[src/design/u2uj_pkg.sv]
// Package: types, constants and encode functions for the UTF-16 to UTF-8 JSON escaper.
`timescale 1ns / 1ps

package u2uj_pkg;

    localparam logic [5:0]  HIGH_SURR_TAG = 6'b110110;
    localparam logic [5:0]  LOW_SURR_TAG  = 6'b110111;
    localparam logic [20:0] SUPP_BASE     = 21'h10000;
    localparam logic [20:0] LIMIT_1BYTE   = 21'h00080;
    localparam logic [20:0] LIMIT_2BYTE   = 21'h00800;
    localparam logic [20:0] LIMIT_3BYTE   = 21'h10000;

    localparam logic [7:0] ESC_LEAD   = 8'h5C;
    localparam logic [7:0] CH_QUOTE   = 8'h22;
    localparam logic [7:0] CH_BSLASH  = 8'h5C;
    localparam logic [7:0] CH_LF      = 8'h0A;
    localparam logic [7:0] CH_CR      = 8'h0D;
    localparam logic [7:0] CH_TAB     = 8'h09;
    localparam logic [7:0] ESC_LF     = 8'h6E;
    localparam logic [7:0] ESC_CR     = 8'h72;
    localparam logic [7:0] ESC_TAB    = 8'h74;

    localparam logic [7:0] LEAD_2BYTE = 8'hC0;
    localparam logic [7:0] LEAD_3BYTE = 8'hE0;
    localparam logic [7:0] LEAD_4BYTE = 8'hF0;
    localparam logic [7:0] CONT_BYTE  = 8'h80;

    // U+FFFD as UTF-8
    localparam logic [7:0] REPL_B0 = 8'hEF;
    localparam logic [7:0] REPL_B1 = 8'hBF;
    localparam logic [7:0] REPL_B2 = 8'hBD;

    localparam int unsigned MAX_BYTES = 6;

    // Bytes of one code point; b[0] goes out first.
    typedef struct packed {
        logic [3:0][7:0] b;
        logic [2:0]      n;
    } cp_bytes_t;

    // Everything one code unit produces, plus the surrogate state it leaves.
    typedef struct packed {
        logic [MAX_BYTES-1:0][7:0] bytes;
        logic [2:0]                count;
        logic                      pending;
        logic [9:0]                held;
    } enc_res_t;

    function automatic cp_bytes_t encode_cp(input logic [20:0] cp);
        cp_bytes_t r;
        r = '0;
        if (cp < LIMIT_1BYTE) begin
            priority if (cp[7:0] == CH_QUOTE) begin
                r.b[0] = ESC_LEAD;
                r.b[1] = CH_QUOTE;
                r.n    = 3'd2;
            end else if (cp[7:0] == CH_BSLASH) begin
                r.b[0] = ESC_LEAD;
                r.b[1] = CH_BSLASH;
                r.n    = 3'd2;
            end else if (cp[7:0] == CH_LF) begin
                r.b[0] = ESC_LEAD;
                r.b[1] = ESC_LF;
                r.n    = 3'd2;
            end else if (cp[7:0] == CH_CR) begin
                r.b[0] = ESC_LEAD;
                r.b[1] = ESC_CR;
                r.n    = 3'd2;
            end else if (cp[7:0] == CH_TAB) begin
                r.b[0] = ESC_LEAD;
                r.b[1] = ESC_TAB;
                r.n    = 3'd2;
            end else begin
                r.b[0] = cp[7:0];
                r.n    = 3'd1;
            end
        end else if (cp < LIMIT_2BYTE) begin
            r.b[0] = LEAD_2BYTE | {3'b000, cp[10:6]};
            r.b[1] = CONT_BYTE  | {2'b00, cp[5:0]};
            r.n    = 3'd2;
        end else if (cp < LIMIT_3BYTE) begin
            r.b[0] = LEAD_3BYTE | {4'h0, cp[15:12]};
            r.b[1] = CONT_BYTE  | {2'b00, cp[11:6]};
            r.b[2] = CONT_BYTE  | {2'b00, cp[5:0]};
            r.n    = 3'd3;
        end else begin
            r.b[0] = LEAD_4BYTE | {5'b00000, cp[20:18]};
            r.b[1] = CONT_BYTE  | {2'b00, cp[17:12]};
            r.b[2] = CONT_BYTE  | {2'b00, cp[11:6]};
            r.b[3] = CONT_BYTE  | {2'b00, cp[5:0]};
            r.n    = 3'd4;
        end
        return r;
    endfunction

    function automatic enc_res_t encode_unit(
        input logic [15:0] unit,
        input logic        last,
        input logic        pending,
        input logic [9:0]  held
    );
        enc_res_t  r;
        cp_bytes_t cur;
        logic      is_high;
        logic      is_low;
        r       = '0;
        cur     = '0;
        is_high = (unit[15:10] == HIGH_SURR_TAG);
        is_low  = (unit[15:10] == LOW_SURR_TAG);
        if (pending && is_low) begin
            // Pair completes: one supplementary code point
            cur          = encode_cp(SUPP_BASE + {1'b0, held, unit[9:0]});
            r.bytes[3:0] = cur.b;
            r.count      = cur.n;
        end else begin
            if (is_high && !last) begin
                cur = '0;
            end else if (is_high || is_low) begin
                cur.b[0] = REPL_B0;
                cur.b[1] = REPL_B1;
                cur.b[2] = REPL_B2;
                cur.n    = 3'd3;
            end else begin
                cur = encode_cp({5'b00000, unit});
            end
            if (pending) begin
                // Unpaired held high surrogate goes out first as U+FFFD
                r.bytes[0]   = REPL_B0;
                r.bytes[1]   = REPL_B1;
                r.bytes[2]   = REPL_B2;
                r.bytes[5:3] = cur.b[2:0];
                r.count      = 3'd3 + cur.n;
            end else begin
                r.bytes[3:0] = cur.b;
                r.count      = cur.n;
            end
            r.pending = is_high && !last;
            r.held    = (is_high && !last) ? unit[9:0] : 10'd0;
        end
        return r;
    endfunction

endpackage

[src/design/u2uj_ifs.sv]
// Interfaces: UTF-16 code unit channel and UTF-8 byte channel.
`timescale 1ns / 1ps

interface u2uj_unit_if;
    logic        valid;
    logic        ready;
    logic [15:0] code_unit;
    logic        string_last;

    modport source (output valid, output code_unit, output string_last, input ready);
    modport sink   (input valid, input code_unit, input string_last, output ready);
endinterface

interface u2uj_byte_if;
    logic       valid;
    logic       ready;
    logic [7:0] out_byte;
    logic       run_last;
    logic       string_end;

    modport source (output valid, output out_byte, output run_last, output string_end,
                    input ready);
    modport sink   (input valid, input out_byte, input run_last, input string_end,
                    output ready);
endinterface

[src/design/utf16_to_utf8_json_escape.sv]
// Top level: streaming UTF-16 to UTF-8 transcoder with JSON escapes.
`timescale 1ns / 1ps
// With the byte buffer free, a code unit is captured in the input register and then
//   loaded into the byte buffer, from which its first byte is offered.
// Throughput: one code unit per cycle while each makes at most one byte and byte_ch is
//   ready; a unit that makes more bytes holds the byte buffer until its last byte leaves.
// A held high surrogate makes no byte and still passes through the buffer stage.
// Reset (rst_n low, asynchronous) empties both stages and drops any held surrogate.

module utf16_to_utf8_json_escape (
    input  logic               clk,
    input  logic               rst_n,
    u2uj_unit_if.sink          unit_ch,
    u2uj_byte_if.source        byte_ch
);
    import u2uj_pkg::*;

    // Input stage: one registered code unit waiting to be encoded
    logic        in_vld_reg, in_vld_next;
    logic [15:0] unit_reg;
    logic        last_reg;

    // Surrogate state
    logic        pend_reg, pend_next;
    logic [9:0]  held_reg, held_next;

    // Byte buffer: up to six bytes of one unit, shifted out from entry 0
    logic [MAX_BYTES-1:0][7:0] buf_reg, buf_next;
    logic [2:0]                cnt_reg, cnt_next;
    logic                      bl_reg, bl_next;

    enc_res_t enc;
    logic     load;
    logic     pop;

    // Encode straight from the input register
    assign enc = encode_unit(unit_reg, last_reg, pend_reg, held_reg);

    // Reload the buffer when it is empty or its final byte leaves this cycle
    assign pop  = byte_ch.valid && byte_ch.ready;
    assign load = in_vld_reg && ((cnt_reg == 3'd0) || ((cnt_reg == 3'd1) && byte_ch.ready));

    // Take a new unit whenever the input register is empty or moves on
    assign unit_ch.ready = !in_vld_reg || load;

    assign byte_ch.valid      = (cnt_reg != 3'd0);
    assign byte_ch.out_byte   = buf_reg[0];
    assign byte_ch.run_last   = (cnt_reg == 3'd1);
    assign byte_ch.string_end = (cnt_reg == 3'd1) && bl_reg;

    always_comb
    begin
        in_vld_next = in_vld_reg;
        if (unit_ch.ready)
        begin
            in_vld_next = unit_ch.valid;
        end
    end

    always_comb
    begin
        buf_next  = buf_reg;
        cnt_next  = cnt_reg;
        bl_next   = bl_reg;
        pend_next = pend_reg;
        held_next = held_reg;
        if (load)
        begin
            // Advance the surrogate state with the unit leaving the input stage
            buf_next  = enc.bytes;
            cnt_next  = enc.count;
            bl_next   = last_reg;
            pend_next = enc.pending;
            held_next = enc.held;
        end
        else if (pop)
        begin
            buf_next = {8'h00, buf_reg[MAX_BYTES-1:1]};
            cnt_next = cnt_reg - 3'd1;
        end
    end

    always_ff @(posedge clk or negedge rst_n)
    begin
        if (!rst_n)
        begin
            in_vld_reg <= 1'b0;
            cnt_reg    <= 3'd0;
            bl_reg     <= 1'b0;
            pend_reg   <= 1'b0;
            held_reg   <= 10'd0;
        end
        else
        begin
            in_vld_reg <= in_vld_next;
            cnt_reg    <= cnt_next;
            bl_reg     <= bl_next;
            pend_reg   <= pend_next;
            held_reg   <= held_next;
        end
    end

    // Payload registers: hold until the next transaction, reload or shift
    always_ff @(posedge clk)
    begin
        if (unit_ch.valid && unit_ch.ready)
        begin
            unit_reg <= unit_ch.code_unit;
            last_reg <= unit_ch.string_last;
        end
        buf_reg <= buf_next;
    end

    // Held bits stay zero while no high surrogate is pending
    a_held_clear: assert property (@(posedge clk) disable iff (!rst_n)
        !pend_reg |-> (held_reg == 10'd0))
        else $error("held surrogate bits nonzero while nothing is pending");

    // A unit that ends its string never leaves a surrogate pending
    a_flush_at_end: assert property (@(posedge clk) disable iff (!rst_n)
        (load && last_reg) |=> !pend_reg)
        else $error("high surrogate still pending after string end");

    // The buffer never holds more than one unit's worth of bytes
    a_cnt_bound: assert property (@(posedge clk) disable iff (!rst_n)
        cnt_reg <= 3'd6)
        else $error("byte buffer count out of range");

    // A reload only happens when the buffer drains in the same cycle or is empty
    a_no_overwrite: assert property (@(posedge clk) disable iff (!rst_n)
        (load && (cnt_reg != 3'd0)) |-> (pop && byte_ch.run_last))
        else $error("byte buffer reloaded while bytes remain");

    // A pending surrogate implies the last loaded unit did not end its string
    a_pend_not_end: assert property (@(posedge clk) disable iff (!rst_n)
        (load && enc.pending) |-> !last_reg)
        else $error("surrogate held on the last unit of a string");

endmodule
[src/flat_wrapper.sv]
// flat-port wrapper written by rule: the top's interface ports become plain ports
module utf16_to_utf8_json_escape_flat import u2uj_pkg::*;
  (clk, rst_n, unit_ch_valid, unit_ch_code_unit, unit_ch_string_last, unit_ch_ready, byte_ch_valid, byte_ch_out_byte, byte_ch_run_last, byte_ch_string_end, byte_ch_ready);
  u2uj_unit_if unit_ch_i ();
  u2uj_byte_if byte_ch_i ();
  input  logic clk;
  input  logic rst_n;
  input wire logic [$bits(unit_ch_i.valid)-1:0] unit_ch_valid;
  input wire logic [$bits(unit_ch_i.code_unit)-1:0] unit_ch_code_unit;
  input wire logic [$bits(unit_ch_i.string_last)-1:0] unit_ch_string_last;
  output wire logic [$bits(unit_ch_i.ready)-1:0] unit_ch_ready;
  output wire logic [$bits(byte_ch_i.valid)-1:0] byte_ch_valid;
  output wire logic [$bits(byte_ch_i.out_byte)-1:0] byte_ch_out_byte;
  output wire logic [$bits(byte_ch_i.run_last)-1:0] byte_ch_run_last;
  output wire logic [$bits(byte_ch_i.string_end)-1:0] byte_ch_string_end;
  input wire logic [$bits(byte_ch_i.ready)-1:0] byte_ch_ready;
  assign unit_ch_i.valid = unit_ch_valid;
  assign unit_ch_i.code_unit = unit_ch_code_unit;
  assign unit_ch_i.string_last = unit_ch_string_last;
  assign unit_ch_ready = unit_ch_i.ready;
  assign byte_ch_valid = byte_ch_i.valid;
  assign byte_ch_out_byte = byte_ch_i.out_byte;
  assign byte_ch_run_last = byte_ch_i.run_last;
  assign byte_ch_string_end = byte_ch_i.string_end;
  assign byte_ch_i.ready = byte_ch_ready;
  utf16_to_utf8_json_escape u_core (.clk(clk), .rst_n(rst_n), .unit_ch(unit_ch_i), .byte_ch(byte_ch_i));
endmodule
[config.mk]
export PLATFORM = sky130hd
export DESIGN_NAME = utf16_to_utf8_json_escape_flat
export DESIGN_NICKNAME = d
export VERILOG_FILES = /design/src/design/u2uj_pkg.sv /design/src/design/u2uj_ifs.sv /design/src/design/utf16_to_utf8_json_escape.sv /design/src/flat_wrapper.sv
export SDC_FILE = /design/constraint.sdc
export NUM_CORES = 1
export LEC_CHECK = 0
export ABC_AREA = 0
export BUFFER_PORTS_ARGS = -buffer_cell sky130_fd_sc_hd__buf_2
export CAP_MARGIN = 5
export CORE_MARGIN = 1
export CORE_UTILIZATION = 40
export DETAILED_ROUTE_END_ITERATION = 7
export PLACE_DENSITY = 0.67
export SKIP_LAST_GASP = 1
export SLEW_MARGIN = 20
export SYNTH_ARGS = -nofsm -noshare
export SYNTH_HDL_FRONTEND = slang
export SYNTH_SLANG_ARGS = --single-unit
[constraint.sdc]
create_clock -name clk -period 4.1 [get_ports clk]
set_input_delay 0 -clock clk [delete_from_list [all_inputs] [get_ports clk]]
set_output_delay 0 -clock clk [all_outputs]
set_load 0.02 [all_outputs]
==> impl_metrics.env, run 1 <==
export IMPL_hpwl_um=10900
export IMPL_cts_inserted_buffers=9
export IMPL_cts_resized=0
export IMPL_worst_pin_slew_ns=0.914
export IMPL_h_tree_depth=3
export IMPL_async_flop_share_pct=20.0
export IMPL_clock_skew_ns=0.00705
export IMPL_ys_types=81
export IMPL_num_rows=40
export IMPL_crit_fanout=11
export IMPL_ys_ff_latch=80
export IMPL_grt_antenna_before_repair=0
export IMPL_area_delta_synth_final_pct=15.3
export IMPL_routed_wl_um=15500
export IMPL_die_h_um=113
export IMPL_root_buffer="clkbuf_16"
export IMPL_syn_nets=536
export IMPL_hold_viol_final=0
export IMPL_synth_edf_count=64
export IMPL_fill_cells=1127
export IMPL_rsz0062_at_grt="false"
export IMPL_rrSetupSlack_ns=1.11
export IMPL_place_gp_congestion=0.996
export IMPL_clockBufferDepth=2
export IMPL_p_leak_nw=2.13
export IMPL_max_stage_delay_ns=0.65
export IMPL_wl_per_cell_um=22.4
export IMPL_grt_pass1_wl_um=24600
export IMPL_crit_end="u_core.cnt_reg[1]"
export IMPL_drive_above_1_share_pct=17.1
export IMPL_cp_arrival_ns=3.23
export IMPL_fin_nets=565
export IMPL_synth_main_ff_cell="edfxtp_1"
export IMPL_track_usage_pct=26.1
export IMPL_worstReg2RegStart="u_core.unit_reg[6]"
export IMPL_fin_crit_sh_pct=72.9
export IMPL_cpMaxStageDelayCell="edfxtp_1"
export IMPL_placed_area_um2=5150
export IMPL_crit_chain="or3_1 > nor3_2 > a211o_1 > o21ai_1 > ha_1 > nand2_1 > nand2_1 > o21ai_0 > a31o_2"
export IMPL_path_common_cell="nand2_1"
export IMPL_worst_slack_ns=1.11
export IMPL_max_cap_violations=0
export IMPL_layout_common_cells="edfxtp_1 (64), nand2_1 (63), nor2_1 (51)"
export IMPL_gr_total_overflow=0
export IMPL_netlist_area_um2=4920
export IMPL_clkLatencyLatePin_ns=0.35
export IMPL_slew_headroom_pct=39.1
export IMPL_dieArea_um2=12700
export IMPL_grt_start_max_net_pins=43
export IMPL_final_cell_area_um2=5670
export IMPL_dp_slack_ns=1.21
export IMPL_reg2reg_to="u_core.cnt_reg[1]"
export IMPL_fin_tns_setup_ns=0
export IMPL_yosysTopAreaCellShare_pct=39.1
export IMPL_antenna_left=0
export IMPL_numClockSinks=80
export IMPL_layout_commonest_cell="edfxtp_1"
export IMPL_ir_worst_vdd_uv=395
export IMPL_crit_type="reg -> reg"
export IMPL_final_util_pct=47.2
export IMPL_drc=0
export IMPL_largest_register_ffs=39
export IMPL_status="completed"
export IMPL_cts_setup_buffers=0
export IMPL_die_width_um=113
export IMPL_seq_area_frac_synth_pct=47.2
export IMPL_p_per_area_nw_per_um2=607
export IMPL_critical_path_startpoint="u_core.unit_reg[6]"
export IMPL_synth_area_leader_cell="edfxtp_1"
export IMPL_slew_violations=0
export IMPL_startpoint_type="flip-flop"
export IMPL_initial_utilization_pct=40.9
export IMPL_finalCriticalPeriod_ns=2.99
export IMPL_clk_pin_slew_ns=0.06
export IMPL_worstPathRequired_ns=4.34
export IMPL_io_pins=33
export IMPL_syn_area_per_cell_um2=9.64
export IMPL_crit_path_end_kind="flip-flop"
export IMPL_drt_vias_per_instance=6.31
export IMPL_ys_warn_count=0
export IMPL_setup_viol=0
export IMPL_ff2ff_path_depth=9
export IMPL_port_buffers=32
export IMPL_fmax_mhz=335
export IMPL_diodes=0
export IMPL_drtIter0Drc=487
export IMPL_vias=4359
export IMPL_synth_area_leaders="edfxtp_1 (39%), dfrtp_1 (8.1%), nand2_1 (4.8%)"
export IMPL_drt_pre_antenna_iters=5
export IMPL_core_area_um2=12000
export IMPL_cts_tree="built"
export IMPL_first_global_vias=4364
export IMPL_netlist_instances=510
export IMPL_hold_path_class="in -> async"
[what timing repair did]
item | in CTS | in global routing
hold buffers | 20 | 0
endpoints found under the setup margin | 0 | 0
endpoints found under the hold margin | 35 | 0
[routing by layer]
| metal | up-vias | track usage [%] | share of wire [%] |
|---|---|---|---|
| li1 | 1973 | - | - |
| met1 | 2075 | 33.4 | 41 |
| met2 | 250 | 39.5 | 44 |
| met3 | 61 | 6.59 | 8.8 |
| met4 | 0 | 16.5 | 5.6 |
| met5 | - | 0 | 0 |
[final cells by class]
type,count,area [um^2],share of cell area (%)
clock buffer,10,229,4.04
clock inverter,6,90.1,1.59
inverter,11,41.3,0.728
multi-input combinational,375,2330,41.1
sequential,80,2320,41.0
tap,147,184,3.24
timing repair buffer,62,475,8.38
[power by group]
part	total (mW)	switching [mW]	internal [mW]
combinational	1.19	0.752	0.436
sequential	1.38	0.194	1.19
clock	0.876	0.340	0.537
total	3.44	1.29	2.16
[metrics by stage]
stage	power (mW)	hold WS, ns	cells
floorplan	2.20	-0.296	510
global placement	2.51	-0.0607	653
detailed placement	2.55	-0.0566	655
CTS	3.44	0.105	691
global route	3.63	0.140	691
finish	3.44	0.0965	691
[logic make-up after synthesis]
| family | synth area share, % |
|---|---|
| and+or+nand+nor | 22.9 |
| AOI/OAI and AO/OA | 22.1 |
| DFF | 47.2 |
| buffers and inverters | 5.55 |
| adders and majority gates | 1.27 |
| muxes | 0.661 |
| xor gates and xnor gates | 0.356 |
[worst max-delay path, delay by kind of cell, from the launching register on]
family | cells | cell delay [ns]
AO/OA/AOI/OAI | 4 | 0.94
AND/OR/NAND/NOR | 4 | 0.96
adder cells (fa/ha/maj) | 1 | 0.32
flip-flops | 1 | 0.65
[cells in the mapped netlist, drive strengths merged (4+ instances only)]
| cell type | n |
|---|---|
| nand2 | 64 |
| o211ai | 6 |
| nor3b | 4 |
| dfrtp | 16 |
| and3 | 7 |
| o21a | 4 |
| nor2b | 4 |
| and2 | 7 |
| ha | 5 |
| buf | 25 |
| a31oi | 9 |
| nand2b | 9 |
| clkbuf | 19 |
| edfxtp | 64 |
| o31ai | 7 |
| o21ai | 36 |
| o22ai | 7 |
| o221a | 5 |
| nand3 | 18 |
| a21oi | 33 |
| nor4 | 8 |
| inv | 11 |
| o22a | 4 |
| nor3 | 10 |
| or2 | 4 |
| nor2 | 55 |
| a211oi | 11 |
[how the worst min path moves through the flow]
stage	from	to	cells past startpoint
after floorplan	rst_n	u_core.bl_reg	0
after global placement	rst_n	u_core.bl_reg	1
after detailed placement	rst_n	u_core.bl_reg	1
after CTS	rst_n	u_core.bl_reg	2
after global routing	rst_n	u_core.bl_reg	2
final	rst_n	u_core.bl_reg	2
No activity file was read; power rests on OpenSTA's default activity.
==> run 2, diff against run 1 <==
- ABC_AREA: 0 -> 1
- clock period: 4.1 -> 2.94 ns (I/O delays scaled with it)
==> run 2 against run 1 <==
Synthesized cell count increased by 8.8%; global-route usage decreased by 0.97 points; via count decreased by 1.5%; fmax increased by 28%; die area decreased by 4.4%; sequential cell count unchanged; core utilization decreased by 0.44 points; clock power increased by 14%; register-to-register slack got worse by 0.51 ns; total power increased by 45%.
==> impl_metrics.env, run 2 <==
export IMPL_drt_vias_per_instance=5.78
export IMPL_seq_area_frac_synth_pct=49.4
export IMPL_fin_nets=620
export IMPL_clock_skew_ns=0.00494
export IMPL_startpoint_type="flip-flop"
export IMPL_grt_antenna_before_repair=0
export IMPL_area_delta_synth_final_pct=13.7
export IMPL_numClockSinks=80
export IMPL_reg2reg_to="u_core.cnt_reg[1]"
export IMPL_dieArea_um2=12200
export IMPL_initial_utilization_pct=41.1
export IMPL_fin_crit_sh_pct=79.6
export IMPL_cpMaxStageDelayCell="edfxtp_1"
export IMPL_netlist_instances=555
export IMPL_hpwl_um=9820
export IMPL_ys_types=40
export IMPL_cp_arrival_ns=2.60
export IMPL_synth_edf_count=64
export IMPL_drt_pre_antenna_iters=6
export IMPL_ys_ff_latch=80
export IMPL_root_buffer="clkbuf_16"
export IMPL_ff2ff_path_depth=13
export IMPL_gr_total_overflow=0
export IMPL_worstReg2RegStart="u_core.unit_reg[7]"
export IMPL_final_cell_area_um2=5340
export IMPL_crit_chain="inv_1 > nand3b_1 > nor2_2 > buf_4 > nand3_2 > nand2_1 > inv_1 > ha_1 > nand2_1 > nand2_1 > nand2_1 > nand2_1 > a21oi_1"
export IMPL_first_global_vias=4078
export IMPL_placed_area_um2=4890
export IMPL_cts_tree="built"
export IMPL_ys_warn_count=0
export IMPL_finalCriticalPeriod_ns=2.34
export IMPL_clkLatencyLatePin_ns=0.34
export IMPL_fin_tns_setup_ns=0
export IMPL_status="completed"
export IMPL_clk_pin_slew_ns=0.06
export IMPL_p_per_area_nw_per_um2=938
export IMPL_path_common_cell="nand2_1"
export IMPL_fmax_mhz=427
export IMPL_die_width_um=110
export IMPL_crit_path_end_kind="flip-flop"
export IMPL_layout_commonest_cell="nand2_1"
export IMPL_crit_type="reg -> reg"
export IMPL_async_flop_share_pct=20.0
export IMPL_wl_met3_um=1150
export IMPL_clockBufferDepth=2
export IMPL_grt_start_max_net_pins=50
export IMPL_synth_common_cells="nand2_1 (132), edfxtp_1 (64), nor2_1 (58)"
export IMPL_route_met2_wl_um=6350
export IMPL_crit_end="u_core.cnt_reg[1]"
export IMPL_cts_inserted_buffers=9
export IMPL_critical_path_startpoint="u_core.unit_reg[7]"
export IMPL_num_rows=39
export IMPL_dpl_cell_count=707
export IMPL_synth_area_leaders="edfxtp_1 (41%), nand2_1 (11%), dfrtp_1 (8.5%)"
export IMPL_ir_worst_vdd_uv=457
export IMPL_largest_register_ffs=39
export IMPL_yosysTopAreaCellShare_pct=40.9
export IMPL_synth_main_ff_cell="edfxtp_1"
export IMPL_grt_pass1_wl_um=22100
export IMPL_track_usage_pct=25.1
export IMPL_layout_common_cells="nand2_1 (132), edfxtp_1 (64), nor2_1 (58)"
export IMPL_diodes=0
export IMPL_max_cap_violations=0
export IMPL_cts_setup_buffers=0
export IMPL_drtIter0Drc=457
export IMPL_crit_fanout=11
export IMPL_port_buffers=32
export IMPL_drc=0
export IMPL_slew_headroom_pct=60.9
export IMPL_vias=4292
export IMPL_cts_resized=0
export IMPL_slew_violations=0
export IMPL_worst_pin_slew_ns=0.587
export IMPL_core_area_um2=11400
export IMPL_hold_path_class="in -> reg"
export IMPL_ctsHoldBuffers=19
export IMPL_fin_cells=742
export IMPL_wl_per_cell_um=18.7
export IMPL_antenna_left=0
export IMPL_max_stage_delay_ns=0.47
export IMPL_wl_met1_um=5820
export IMPL_p_leak_nw=2.32
export IMPL_setup_viol=0
export IMPL_syn_area_per_cell_um2=8.46
export IMPL_synth_most_common_cell="nand2_1"
export IMPL_routed_top_layer="met4"
export IMPL_netlist_area_um2=4700
export IMPL_worstPathRequired_ns=3.20
export IMPL_syn_nets=581
export IMPL_synth_area_leader_cell="edfxtp_1"
export IMPL_rsz0062_at_grt="false"
export IMPL_die_h_um=110
export IMPL_hold_viol_final=0
export IMPL_drive_above_1_share_pct=16.4
export IMPL_place_gp_congestion=0.986
export IMPL_io_pins=33
export IMPL_routed_wl_um=13900
export IMPL_rrSetupSlack_ns=0.60
export IMPL_h_tree_depth=3
## run 2: changes by cell type after synthesis, moves of 9 or more
| cell | change |
|---|---|
| nand2_1 | +69 |
| inv_1 | +29 |
| clkbuf_1 | -17 |
| nand3_1 | +17 |
| inv_2 | +15 |
| a211oi_1 | -10 |
| nand2_2 | +10 |
| nand2b_1 | -9 |
## run 2: worst min path at each step
stage	endpoint	slack, ns	cells past startpoint	startpoint
6_report	u_core.in_vld_reg	0.02	4	byte_ch_ready
3_3_place_gp	u_core.bl_reg	-0.07	1	rst_n
5_1_grt	u_core.in_vld_reg	0.08	4	byte_ch_ready
4_1_cts	u_core.in_vld_reg	0.02	4	byte_ch_ready
2_1_floorplan	u_core.bl_reg	-0.30	0	rst_n
3_5_place_dp	u_core.in_vld_reg	-0.07	1	rst_n
## run 2: cell type report
class / count / area (um^2)
clock inverters: 4 / 21.3
repair buffers: 57 / 408
clock buffers: 12 / 236
inverters: 56 / 210
flip-flops and latches: 80 / 2320
fillers: 1143 / 6080
multi-input cells: 390 / 1960
well taps: 143 / 179
## run 2: layer usage
layer	GRT usage, %	up-vias
li1	-	1957
met1	33.5	2046
met2	38.8	238
met3	3.76	51
met4	14.2	0
met5	0	-
## run 2: worst max-delay path, delay by kind of cell, from the launching register on
kind            cells  cell delay, ns
flops               1            0.47
compound gates      1            0.13
simple gates        8            0.77
buf+inv             3            0.63
fa+ha+maj           1            0.26
## run 2: cells by family after synthesis
family | count (synthesis) | share of synthesized area (%)
xor+xnor | 1 | 0.187
buf+inv | 85 | 8.76
simple gates | 267 | 26.0
flops | 80 | 49.4
fa+ha+maj | 5 | 1.33
compound gates | 117 | 14.3
## run 2: metrics by stage
stage | setup slack [ns] | power, mW | hold slack [ns] | utilization [%]
after floorplan | 0.353 | 3.51 | -0.296 | -
after global placement | 0.642 | 3.96 | -0.0690 | 42.8
after detailed placement | 0.657 | 3.99 | -0.0653 | 42.8
after CTS | 0.647 | 5.00 | 0.0250 | 46.8
after global routing | 0.403 | 5.35 | 0.0833 | 46.8
final | 0.600 | 5.01 | 0.0228 | 46.8
## run 2: power by group
| group | internal, mW | switching (mW) | leakage (nW) | total, mW |
|---|---|---|---|---|
| Combinational | 0.618 | 1.33 | 1.35 | 1.94 |
| Clock | 0.567 | 0.433 | 0.126 | 1.00 |
| Sequential | 1.84 | 0.224 | 0.841 | 2.06 |
==> run 3, diff against run 2 <==
- PLACE_DENSITY: 0.67 -> 0.69
- clock period: 2.94 -> 1.95 ns (I/O delays scaled with it)
==> run 3 against run 2 <==
The flow now finishes with violations (negative setup slack); first-iteration DRC count fell by 32%; sequential share of layout area fell by 7.6 points; combinational power is 100% higher; clock power grew 72%; total power up 74%; critical path depth is 3 lower; sequential cell count unchanged; critical path type unchanged; largest power group is now combinational logic; highest routed layer unchanged; worst setup slack got worse by 0.62 ns; clock skew up 0.0038 ns; via count grew 8.0%; critical endpoint is now u_core.buf_reg[12]; final cell count grew 14%; clock-buffer cell count shrank 3.
==> impl_metrics.env, run 3 (synthesis gave the netlist of run 2 again) <==
export IMPL_antenna_left=0
export IMPL_fin_cells=843
export IMPL_initial_utilization_pct=41.1
export IMPL_routed_wl_um=15400
export IMPL_path_common_cell="nor2_1"
export IMPL_finalCriticalPeriod_ns=1.97
export IMPL_cp_arrival_ns=2.17
export IMPL_fin_crit_sh_pct=101
export IMPL_die_h_um=110
export IMPL_crit_chain="nor2_2 > nand3_2 > nor2_4 > buf_6 > nor2_4 > o211ai_1 > o211ai_1 > nor2_1 > nor2_1 > nor2_1"
export IMPL_grt_pass1_wl_um=23300
export IMPL_max_stage_delay_ns=0.43
export IMPL_port_buffers=32
export IMPL_holdWs_ns=0.0902
export IMPL_clkLatencyLatePin_ns=0.35
export IMPL_slew_violations=0
export IMPL_die_width_um=110
export IMPL_crit_fanout=9
export IMPL_dieArea_um2=12200
export IMPL_worst_pin_slew_ns=0.372
export IMPL_worstReg2RegStart="u_core.unit_reg[14]"
export IMPL_critical_path_startpoint="u_core.unit_reg[14]"
export IMPL_cpMaxStageDelayCell="edfxtp_1"
export IMPL_ir_worst_vdd_uv=836
export IMPL_worst_slack_ns=-0.0164
export IMPL_vias=4634
export IMPL_pwr_share_clk_pct=19.7
export IMPL_slew_headroom_pct=75.2
export IMPL_seq_power_share_pct=35.5
export IMPL_diodes=0
export IMPL_clockBufferDepth=2
export IMPL_drt_pre_antenna_iters=5
export IMPL_cts_inserted_buffers=9
export IMPL_max_cap_violations=0
export IMPL_crit_type="reg -> reg"
export IMPL_gr_total_overflow=0
export IMPL_reg2reg_to="u_core.buf_reg[12]"
export IMPL_place_gp_congestion=0.958
export IMPL_area_delta_synth_final_pct=37.9
export IMPL_power_switching_share_pct=39.2
export IMPL_cts_tree="built"
export IMPL_hold_path_class="in -> async"
export IMPL_num_rows=39
export IMPL_core_area_um2=11400
export IMPL_rsz0062_at_grt="true"
export IMPL_p_leak_nw=2.85
export IMPL_layout_common_cells="nand2_1 (114), buf_4 (94), edfxtp_1 (64)"
export IMPL_intPower_mw=5.29
export IMPL_numClockSinks=80
export IMPL_root_buffer="clkbuf_16"
export IMPL_fin_tns_setup_ns=-0.0164
export IMPL_drtIter0Drc=313
export IMPL_startpoint_type="flip-flop"
export IMPL_fmax_mhz=509
export IMPL_fill_cells=1021
export IMPL_largest_register_ffs=39
export IMPL_hold_viol_final=0
export IMPL_wl_per_cell_um=18.3
export IMPL_clock_skew_ns=0.00870
export IMPL_ff2ff_path_depth=10
export IMPL_h_tree_depth=3
export IMPL_dp_slack_ns=-0.112
export IMPL_status="complete, but fails checks"
export IMPL_layout_commonest_cell="nand2_1"
export IMPL_grt_start_max_net_pins=25
export IMPL_final_cell_area_um2=6480
export IMPL_p_per_area_nw_per_um2=1340
export IMPL_grt_antenna_before_repair=0
export IMPL_drc=0
export IMPL_violations="negative setup slack"
export IMPL_first_global_vias=4311
export IMPL_rrSetupSlack_ns=-0.02
export IMPL_worstPathRequired_ns=2.16
export IMPL_io_pins=33
export IMPL_track_usage_pct=26.8
export IMPL_combPwrFrac_pct=44.8
export IMPL_setup_viol=1
export IMPL_p_sw_mw=3.42
export IMPL_hpwl_um=11000
export IMPL_fin_nets=721
export IMPL_drt_vias_per_instance=5.50
export IMPL_dpl_cell_count=781
export IMPL_crit_path_end_kind="flip-flop"
export IMPL_clk_pin_slew_ns=0.06
export IMPL_placed_area_um2=5500
export IMPL_drive_above_1_share_pct=37.7
## run 3: power by group through the flow
stage | Sequential, mW | Clock [mW] | Combinational [mW]
2_1_floorplan | 3.02 | 0 | 2.30
3_3_place_gp | 3.07 | 0 | 3.37
3_5_place_dp | 3.09 | 0 | 3.43
4_1_cts | 3.07 | 1.74 | 3.56
5_1_grt | 3.16 | 1.80 | 4.24
6_report | 3.09 | 1.72 | 3.90
## run 3: worst max path at each step
stage | end | cells after the start | slack [ns]
final | u_core.buf_reg[12] | 10 | -0.02
after global routing | u_core.cnt_reg[1] | 15 | -0.12
after CTS | u_core.buf_reg[43] | 13 | -0.01
after detailed placement | u_core.buf_reg[21] | 10 | -0.11
after global placement | u_core.buf_reg[21] | 10 | -0.11
after floorplan | u_core.buf_reg[10] | 6 | -0.09
## run 3: timing repair
item                                   in CTS  in global routing
resized for setup                          22                 70
endpoints found under the hold margin      34                  0
buffers inserted                            3                 23
pin swaps                                   6                 28
hold buffers                               20                  0
setup endpoints to repair                  35                 58
## run 3: per-stage QoR
step | utilization, % | power (mW)
floorplan | - | 5.32
global placement | 48.1 | 6.45
detailed placement | 48.1 | 6.52
CTS | 53.2 | 8.37
global route | 56.7 | 9.20
finish | 56.7 | 8.71
## run 3: critical path: cells and delay by family, from the launching register on
kind	cells	cell delay, ns
AND/OR/NAND/NOR	7	0.95
flip-flops	1	0.43
AO/OA/AOI/OAI	2	0.27
buffers and inverters	1	0.17
## run 3: area by class of cell
class                   count  area (um^2)  area share, %
flip-flops and latches     80         2320           35.9
multi-input cells         390         2220           34.2
repair buffers            158         1220           18.9
inverters                  56          241           3.73
clock buffers               9          225           3.48
well taps                 143          179           2.76
clock inverters             7         71.3           1.10
## run 3: per-layer routing
layer	share of wire, %	wire length, um	GRT usage (%)	vias to the layer above
li1	-	-	-	2163
met1	41	6350	34.5	2144
met2	47	7230	42.8	265
met3	7.0	1070	5.06	62
met4	4.8	745	14.1	0
met5	0	0	0	-
